===== src/hw/rtl/ras_pkg.sv =====
// Shared types and constants for the range store core.
package ras_pkg;
  localparam int MaxElements = 1024;
  localparam int SizeW = 11;
  localparam int ValW = 64;
  localparam int OpndW = 32;
  localparam logic [10:0] ResetSize = 11'd1024;

  typedef enum logic [1:0] {
    OP_ADD = 2'd0,
    OP_ASSIGN = 2'd1,
    OP_QUERY = 2'd2,
    OP_REBUILD = 2'd3
  } op_t;

  typedef enum logic [0:0] {
    REG_ACTIVE_SIZE = 1'b0,
    REG_INITIAL_VALUE = 1'b1
  } reg_idx_t;

  typedef struct packed {
    logic load;
    logic step;
    logic acc_clr;
    logic wr;
  } ras_cmd_t;

  typedef struct packed {
    logic last;
    logic is_query;
    logic is_rebuild;
    logic bad;
  } ras_sts_t;
endpackage


===== src/hw/rtl/ras_ctrl.sv =====
// Controller: sequences read, modify and write over one range.
module ras_ctrl (
  input  logic                clk,
  input  logic                rst,
  input  logic                in_fire,
  input  logic                out_fire,
  input  ras_pkg::ras_sts_t   sts,
  output ras_pkg::ras_cmd_t   cmd,
  output logic                busy,
  output logic                out_pending
);
  typedef enum logic [2:0] {
    S_IDLE, S_CHECK, S_READ, S_WAIT, S_WRITE, S_OUT
  } state_t;

  state_t state;
  state_t state_next;

  always_comb begin
    state_next = state;
    cmd = '0;
    case (state)
      S_IDLE: begin
        cmd.load = in_fire;
        if (in_fire) state_next = S_CHECK;
      end
      S_CHECK: begin
        cmd.acc_clr = 1'b1;
        if (sts.bad) state_next = sts.is_query ? S_OUT : S_IDLE;
        else if (sts.is_rebuild) state_next = S_WRITE;
        else state_next = S_WAIT;
      end
      S_READ: begin
        state_next = S_WAIT;
      end
      S_WAIT: begin
        state_next = S_WRITE;
      end
      S_WRITE: begin
        cmd.wr = 1'b1;
        cmd.step = 1'b1;
        if (sts.last) state_next = sts.is_query ? S_OUT : S_IDLE;
        else if (sts.is_rebuild) state_next = S_WRITE;
        else state_next = S_READ;
      end
      S_OUT: begin
        if (out_fire) state_next = S_IDLE;
      end
      default: state_next = S_IDLE;
    endcase
  end

  // memory clear after reset runs as a rebuild
  always_ff @(posedge clk) begin
    if (rst) begin
      state <= S_CHECK;
    end else begin
      state <= state_next;
    end
  end

  assign busy = (state != S_IDLE);
  assign out_pending = (state == S_OUT);
endmodule


===== config.mk =====
export PLATFORM = sky130hd
export DESIGN_NAME = ras_ctrl
export DESIGN_NICKNAME = d
export VERILOG_FILES = /design/src/hw/rtl/ras_pkg.sv /design/src/hw/rtl/ras_ctrl.sv
export SDC_FILE = /design/constraint.sdc
export NUM_CORES = 1
export LEC_CHECK = 0
export BUFFER_PORTS_ARGS = -buffer_cell sky130_fd_sc_hd__buf_4
export CAP_MARGIN = 0
export CORE_AREA = 2 2 39 41
export CTS_BUF_LIST = sky130_fd_sc_hd__clkbuf_8
export CTS_CLUSTER_SIZE = 30
export DETAILED_ROUTE_END_ITERATION = 8
export DIE_AREA = 0 0 41 43
export GPL_TIMING_DRIVEN = 0
export HOLD_SLACK_MARGIN = 0.08
export PLACE_DENSITY = 0.48
export SLEW_MARGIN = 20
export SYNTH_ARGS = -nofsm -noshare
export SYNTH_HDL_FRONTEND = slang
export SYNTH_SLANG_ARGS = --single-unit

===== constraint.sdc =====
create_clock -name clk -period 1.5 [get_ports clk]
set_input_delay 0 -clock clk [delete_from_list [all_inputs] [get_ports clk]]
set_output_delay 0 -clock clk [all_outputs]
set_load 0.05 [all_outputs]

==> flow_summary.yaml, run 1 <==
timing:
  max_slew_margin_pct: 81.24
  fmax_ghz: 0.7163
  finalClockSkew_ns: 0.002510
  worst_slack_ns: 0.1040
  setup_violations: 0
  rsz0062_at_grt: "false"
  tightest_slew_ns: 0.2811
  finalCritPeriodShare_pct: 93.07
  period_minus_slack_ns: 1.396
  slew_viol_final: 0
  finalHoldViolCount: 0
synthesis:
  synthFlopType: "dfxtp_1"
  async_flop_share_pct: 0
  yosysSeqAreaShare_pct: 26.09
  synth-edff-count: 0
  syn_inst: 30
  yosysWarningCount: 0
  synth_area_um2: 230.2
  syn_area_per_cell_um2: 7.674
  ys_types: 17
  synth-seq-cells: 3
  synth_fp_nets: 38
drt:
  drt_iter0_drc: 3
  detail-route-antenna-nets: 0
  vias: 274
  wirelength_um: 586
  first_pass_iters: 4
  vias_per_cell: 4.281
  drc: 0
  post_drt_wl_per_cell_um: 9.156
layout:
  n_antenna_cell: 0
  largest_reg_flops: 3
  fillerInstances: 155
  area_delta_synth_final_pct: 80.43
  layout.nets: 57
  final_area_um2: 415.4
  finalNonFillerCells: 64
  regArea_um2: 60.06
  reg_top3: "state x3"
  drive_gt1_share_pct: 47.92
  largest_register: "state"
  multi_input_area_um2: 167.7
global_route:
  grt_max_degree: 10
  antenna_found_initial: 0
  first_global_vias: 271
  grt_use_total_pct: 8.726
  grt_pass1_wl_um: 1035
  grt_overflow: 0
floorplanning:
  die_w_um: 41
  core_area_um2: 1384
  rows: 14
  io_pins: 14
  die_y_um: 43
  dieArea_um2: 1763
  start_util_pct: 16.64
power_and_ir_drop:
  p_sw_uw: 188.9
  sw_frac_of_total_pct: 35.60
  powerDensity_nw_per_um2: 1277
  p_clk_share_pct: 42.4
  combPwrFrac_pct: 36.8
  seq_power_share_pct: 20.8
  p_leak_nw: 0.1979
  p_int_uw: 341.7
  power_uw: 530.5
  ir_drop_v: 0.0006777
clocking:
  clk_latency_ns: 0.21
  cts_setup_buffers: 0
  cts_resized: 0
  clk_pin_slew_ns: 0.03
  cts_tree: "done"
  clockBufferDepth: 2
  cts_buffers: 3
  cts-root-buf: "clkbuf_8"
  htreeDepth: 1
  cts_sinks: 3
critical_path:
  critPathRequiredTime_ns: 1.50
  reg2reg_slack_ns: 0.24
  critPathKind: "register to primary output"
  cp_max_fo: 9
  critPathCaptureType: "primary output"
  cp-start-kind: "register"
  crit_arrival_ns: 1.40
min_path:
  min_path_type: "input port to register"
placement:
  pre_cts_ws_ns: 0.2419
  io_buffer_count: 13
  dp_hpwl_um: 466.2
  gp_congestion: 0.6814
  dp_cells: 59
  placed_area_um2: 360.3
run:
  max_cap_viol_count: 0
run_status:
  status: "finished, final reports clean"
-- logic make-up after synthesis --
logic type             after synthesis  synth area share [%]
and+or+nand+nor                     12                 33.16
AOI/OAI and AO/OA                   10                 25.00
DFF                                  3                 26.09
buffers and inverters                3                 6.524
muxes                                2                 9.239
-- final cells by class --
type                    count  area share [%]
flip-flops and latches      3           14.46
well taps                  16           4.819
repair buffers             14           25.90
clock inverters             1          0.9036
clock buffers               3           9.940
multi-input cells          24           40.36
inverters                   2           1.807
plain buffers               1           1.807
-- power groups by stage --
stage	combinational (mW)	clock (mW)	sequential, mW
6_report	0.195	0.225	0.110
5_1_grt	0.211	0.241	0.114
3_3_place_gp	0.195	0	0.112
3_5_place_dp	0.195	0	0.112
4_1_cts	0.198	0.233	0.110
2_1_floorplan	0.137	0	0.106
-- placed cells by master (no fill, tap or decap) --
master / instances
buf_4: 14
a21oi_1: 5
nor2_1: 4
inv_1: 3
clkbuf_8: 3
dfxtp_1: 3
nor3b_2: 2
o21ai_0: 2
or3_2: 1
and3b_2: 1
nor2_2: 1
mux2i_1: 1
mux2_2: 1
a22oi_1: 1
a211oi_1: 1
or4b_1: 1
or2b_1: 1
a21o_1: 1
nand3b_1: 1
dlygate4sd3_1: 1
-- metrics by stage --
step	hold WS, ns	utilization [%]	setup TNS [ns]
2_1_floorplan	0.07238	-	-0.1119
3_3_place_gp	0.1918	26.04	0
4_1_cts	0.08256	30.02	0
6_report	0.07524	30.02	0
5_1_grt	0.1231	30.02	0
3_5_place_dp	0.1945	26.04	0
-- layer usage --
| layer | part of all wire (%) | global-route usage, % | up-vias |
|---|---|---|---|
| met3 | 11 | 4.712 | 0 |
| met2 | 48 | 12.50 | 11 |
| met1 | 41 | 10.26 | 120 |
| met4 | 0 | 4.000 | 0 |
| li1 | - | - | 143 |
| met5 | 0 | 0 | - |
-- cell usage after synthesis, types with 2 or more instances --
cell type | instances | area (µm²)
nor2_1 | 5 | 18.77
o21ai_0 | 2 | 10.01
dfxtp_1 | 3 | 60.06
a21oi_1 | 5 | 25.02
nor3b_1 | 2 | 15.01
inv_1 | 2 | 7.510
-- worst max-delay path: stages, from the launching register on --
cell	delay, ns
dfxtp_1	0.37
or3_2	0.52
nor2_2	0.09
buf_4	0.20
-- final timing paths --
| path | from | end | cells after the start |
|---|---|---|---|
| max | state[1] | cmd[3] | 3 |
| min | in_fire | state[0] | 3 |
| max reg2reg | state[1] | state[1] | 4 |
| min reg2reg | state[0] | state[1] | 3 |
-- what timing repair did --
item | in CTS | in global routing
hold buffers | 1 | 0
endpoints found under the setup margin | 0 | 0
endpoints found under the hold margin | 3 | 0
Power figures use the tool's default switching activity.
==> run 2: changes to the inputs <==
==> constraint.sdc (replaced) <==
create_clock -name clk -period 1.5 [get_ports clk]
set_input_delay 0 -clock clk [delete_from_list [all_inputs] [get_ports clk]]
set_output_delay 0 -clock clk [all_outputs]
set_load 0.01 [all_outputs]
==> run 2 against run 1 <==
  * Hold slack improved by 0.066 ns
  * Cell area increased by 1.8%
  * Fmax increased by 6.0%
  * Sequential cell count unchanged
  * Clock skew decreased by 0.0015 ns
  * Sequential share of layout area decreased by 0.26 points
==> flow_summary.yaml, run 2 (synthesis gave the netlist of run 1 again) <==
run_status:
  status: "finished, final reports clean"
global_route:
  grt_pass1_wl_um: 952
  grt_overflow: 0
  grt_use_total_pct: 8.744
  grt_max_degree: 10
  first_global_vias: 243
  antenna_found_initial: 0
drt:
  drc: 0
  vias: 273
  drt_iter0_drc: 5
  wirelength_um: 641
  detail-route-antenna-nets: 0
  vias_per_cell: 4.136
  post_drt_wl_per_cell_um: 9.712
  first_pass_iters: 4
placement:
  gp_congestion: 0.6499
  io_buffer_count: 13
  dp_hpwl_um: 455.4
  placed_area_um2: 347.8
timing:
  finalClockSkew_ns: 0.001032
  finalCritPeriodShare_pct: 87.83
  finalHoldViolCount: 0
  period_minus_slack_ns: 1.317
  setup-tns-final_ns: 0
  tightest_slew_ns: 0.3464
  rsz0062_at_grt: "false"
  setup_violations: 0
  slew_viol_final: 0
  fmax_ghz: 0.7591
  max_slew_margin_pct: 76.85
critical_path:
  cp-start-kind: "register"
  critPathCaptureType: "primary output"
  crit_arrival_ns: 1.32
  critPathRequiredTime_ns: 1.50
  critPathKind: "register to primary output"
  cp_max_fo: 7
clocking:
  cts_tree: "done"
  cts_resized: 0
  cts_setup_buffers: 0
  clockBufferDepth: 2
  cts_buffers: 3
  clk_latency_ns: 0.22
  cts-root-buf: "clkbuf_8"
  cts_sinks: 3
  htreeDepth: 1
  clk_pin_slew_ns: 0.03
power_and_ir_drop:
  powerDensity_nw_per_um2: 1113
  p_clk_share_pct: 49.7
  combPwrFrac_pct: 27.3
  p_sw_uw: 130.0
  seq_power_share_pct: 23.0
  p_int_uw: 340.7
  p_leak_nw: 0.2022
  ir_drop_v: 0.0003458
  sw_frac_of_total_pct: 27.62
layout:
  n_antenna_cell: 0
  layout_commonest_cell: "buf_4"
  regArea_um2: 60.06
  area_delta_synth_final_pct: 83.70
  multi_input_area_um2: 155.1
  largest_register: "state"
  reg_top3: "state x3"
  final_area_um2: 422.9
  drive_gt1_share_pct: 40.00
  fillerInstances: 160
  largest_reg_flops: 3
  final_cell_mix: "14 x buf_4, 5 x nor2_1, 5 x a21oi_1"
  layout.nets: 59
floorplanning:
  rows: 14
  start_util_pct: 16.64
  die_y_um: 43
  core_area_um2: 1384
  io_pins: 14
  dieArea_um2: 1763
  die_w_um: 41
run:
  max_cap_viol_count: 0
min_path:
  min_path_type: "input port to register"
-- run 2: cell types whose count changed in the layout (fill, tap and decap cells not counted) --
cell	delta
dlygate4sd3_1	+2
nor2_1	+1
nor2_2	-1
nor3b_1	+2
nor3b_2	-2
-- run 2: cell type report --
| type | instances | area share, % |
|---|---|---|
| buffer | 1 | 1.775 |
| clock inverter | 1 | 0.8876 |
| sequential | 3 | 14.20 |
| clock buffer | 3 | 9.763 |
| tap | 16 | 4.734 |
| multi-input combinational | 24 | 36.69 |
| timing repair buffer | 16 | 30.18 |
| inverter | 2 | 1.775 |
-- run 2: worst paths after layout --
path | from | endpoint | slack (ns) | depth (start not counted)
hold / removal | sts[0] | state[1] | 0.14 | 4
setup reg to reg | state[1] | state[1] | 0.26 | 4
setup / recovery | state[0] | cmd[3] | 0.18 | 3
hold reg to reg | state[0] | state[1] | 0.64 | 3
-- run 2: metrics by stage --
step,hold WS (ns),setup WS [ns],std cells,total power [mW],util (%)
finish,0.1409,0.1826,66,0.4707,30.56
global route,0.1923,0.1281,66,0.4976,30.56
CTS,0.1428,0.1757,66,0.4757,30.56
detailed placement,0.1915,0.2753,59,0.2329,25.14
global placement,0.1924,0.2624,59,0.2333,25.14
floorplan,0.07238,0.2551,30,0.1707,-
-- run 2: per-layer routing --
layer / GRT usage [%] / part of all wire, % / vias up
met2: 10.94 / 47 / 8
met4: 8.000 / 3.7 / 0
li1: - / - / 147
met3: 4.712 / 8.4 / 3
met1: 10.00 / 40 / 115
met5: 0 / 0 / -
-- run 2: worst max-delay path: stages, from the launching register on --
cell,delay [ns]
dfxtp_1,0.34
or3_2,0.52
nor2_1,0.11
buf_4,0.13
-- run 2: repair_timing --
item,in CTS,in global routing
endpoints found under the setup margin,0,0
endpoints found under the hold margin,3,0
hold buffers,3,0
-- run 2: power by group through the flow --
stage | Clock [mW] | Combinational (mW) | Sequential (mW)
CTS | 0.237 | 0.130 | 0.109
detailed placement | 0 | 0.123 | 0.110
finish | 0.234 | 0.128 | 0.108
global placement | 0 | 0.123 | 0.110
global route | 0.244 | 0.143 | 0.111
floorplan | 0 | 0.0664 | 0.104
==> run 3: changes to the inputs <==
--- a/config.mk
+++ b/config.mk
@@ -7,6 +7,8 @@
 export LEC_CHECK = 0
 export BUFFER_PORTS_ARGS = -buffer_cell sky130_fd_sc_hd__buf_4
 export CAP_MARGIN = 0
+export CELL_PAD_IN_SITES_DETAIL_PLACEMENT = 0
+export CELL_PAD_IN_SITES_GLOBAL_PLACEMENT = 1
 export CORE_AREA = 2 2 39 41
 export CTS_BUF_LIST = sky130_fd_sc_hd__clkbuf_8
 export CTS_CLUSTER_SIZE = 30
@@ -14,7 +16,7 @@
 export DIE_AREA = 0 0 41 43
 export GPL_TIMING_DRIVEN = 0
 export HOLD_SLACK_MARGIN = 0.08
-export PLACE_DENSITY = 0.48
+export PLACE_DENSITY = 0.61
 export SLEW_MARGIN = 20
 export SYNTH_ARGS = -nofsm -noshare
 export SYNTH_HDL_FRONTEND = slang
==> run 3 against run 2 <==
  * Global-route usage increased by 0.28 points
  * Worst setup slack got worse by 0.00069 ns
  * Sequential share of layout area increased by 0.34 points
  * Hold slack got worse by 0.060 ns
  * Non-clock buffer count decreased by 1
  * Largest power group unchanged
  * Final cell count decreased by 1.5%
  * Critical path depth unchanged
  * Cell area decreased by 2.4%
  * Register-to-register slack got worse by 0.02 ns
  * Combinational power about the same
  * First-iteration DRC count decreased by 80%
  * Critical endpoint is now cmd[2]
  * Routed wire length decreased by 6.4%
==> flow_summary.yaml, run 3 (synthesis gave the netlist of run 1 again) <==
drt:
  vias: 276
  post_drt_wl_per_cell_um: 9.231
  route.met3.wl_um: 12
  detail-route-antenna-nets: 0
  wirelength_um: 600
  vias_per_cell: 4.246
  dr_wl_met2_um: 308
  first_pass_iters: 2
  top_layer: "met4"
  met1_length_um: 258
  drc: 0
  drt_iter0_drc: 1
layout:
  drive_gt1_share_pct: 40.82
  finalNonFillerCells: 65
  fillerInstances: 159
  largest_register: "state"
  layout_commonest_cell: "buf_4"
  n_antenna_cell: 0
  largest_reg_flops: 3
  layout.nets: 58
  area_delta_synth_final_pct: 79.35
  final_cell_mix: "14 x buf_4, 5 x nor2_1, 5 x a21oi_1"
  reg_top3: "state x3"
floorplanning:
  start_util_pct: 16.64
  die_y_um: 43
  io_pins: 14
  rows: 14
  dieArea_um2: 1763
  core_area_um2: 1384
  die_w_um: 41
clocking:
  htreeDepth: 1
  clk_latency_ns: 0.22
  cts_setup_buffers: 0
  cts_tree: "done"
  cts_buffers: 3
  clk_pin_slew_ns: 0.03
  clockBufferDepth: 2
  cts_sinks: 3
  cts-root-buf: "clkbuf_8"
critical_path:
  cp_common_cell: "buf_4"
  cp_top_family: "flip-flops"
  crit_chain: "nor3b_1 -> buf_4 -> buf_4"
  critPathRequiredTime_ns: 1.50
  max_stage_delay_ns: 0.44
  cpMaxStageDelayCell: "dfxtp_1"
  crit_arrival_ns: 1.32
  path_buf_inv: 2
  critPathKind: "register to primary output"
  critPathCaptureType: "primary output"
  cp-startpoint: "state[2]"
  cp-start-kind: "register"
  cp_max_fo: 9
  regToRegStartpoint: "state[2]"
power_and_ir_drop:
  p_clk_share_pct: 49.5
  ir_drop_v: 0.0004709
  sw_frac_of_total_pct: 26.67
  seq_power_share_pct: 23.5
  combPwrFrac_pct: 27.0
  powerDensity_nw_per_um2: 1118
  p_leak_nw: 0.1980
  power_uw: 461.8
  p_sw_uw: 123.2
  p_int_uw: 338.6
global_route:
  antenna_found_initial: 0
  grt_use_total_pct: 9.027
  grt_max_degree: 10
  first_global_vias: 296
  grt_pass1_wl_um: 1069
  grt_overflow: 0
timing:
  setup-tns-final_ns: 0
  finalClockSkew_ns: 0.001487
  rsz0062_at_grt: "false"
  slew_viol_final: 0
  finalCritPeriodShare_pct: 87.87
  setup_violations: 0
  finalHoldViolCount: 0
  max_slew_margin_pct: 74.50
  period_minus_slack_ns: 1.318
  tightest_slew_ns: 0.3817
  fmax_ghz: 0.7587
run_status:
  status: "finished, final reports clean"
min_path:
  holdCritStartpoint: "out_fire"
  min_path_type: "input port to register"
placement:
  gp_congestion: 0.6904
  io_buffer_count: 13
  dp_cells: 59
run:
  max_cap_viol_count: 0
## run 3: cell count changes in the layout (fill, tap and decap cells not counted), sizes merged
cell         before  now
dlygate4sd3       3    2
## run 3: path summary, 6_finish.rpt
path / endpoint / slack [ns] / cells past startpoint
worst max-delay path: cmd[2] / 0.18 / 3
worst min-delay path: state[0] / 0.08 / 4
worst max register to register: state[1] / 0.24 / 4
worst min register to register: state[2] / 0.62 / 2
## run 3: metal layers
layer,up-vias,global-route usage [%]
li1,147,-
met4,0,10.00
met1,121,10.58
met3,2,0
met5,-,0
met2,6,13.13
## run 3: power by group through the flow
stage | clock network, mW | registers (mW) | logic, mW
6_report | 0.229 | 0.108 | 0.125
5_1_grt | 0.240 | 0.111 | 0.139
4_1_cts | 0.237 | 0.108 | 0.128
3_5_place_dp | 0 | 0.109 | 0.123
3_3_place_gp | 0 | 0.111 | 0.124
2_1_floorplan | 0 | 0.104 | 0.0664
## run 3: what timing repair did
| item | CTS | global route |
|---|---|---|
| endpoints found under the hold margin | 3 | 0 |
| hold buffers | 2 | 0 |
| resized for setup | 0 | 0 |
## run 3: cell type report
type	instances	area [µm²]	share of cell area [%]
Clock buffer	3	41.29	10.00
Multi-Input combinational cell	24	155.1	37.58
Sequential cell	3	60.06	14.55
Clock inverter	1	3.754	0.9091
Inverter	2	7.507	1.818
Tap cell	16	20.02	4.848
Buffer	1	7.507	1.818
Timing Repair Buffer	15	117.6	28.48
## run 3: worst reg2reg max path, delay by kind of cell, from the launching register on
family          cells  cell delay, ns
compound gates      2            0.23
simple gates        2            0.54
flops               1            0.44
## run 3: metrics by stage
step	worst slack [ns]	utilization [%]	cell area, µm²	hold WS [ns]
floorplan	0.2551	-	230.2	0.07238
global placement	0.2399	25.14	347.8	0.1868
detailed placement	0.2408	25.14	347.8	0.1887
CTS	0.1866	29.84	412.9	0.08368
global route	0.08929	29.84	412.9	0.1126
finish	0.1819	29.84	412.9	0.08138
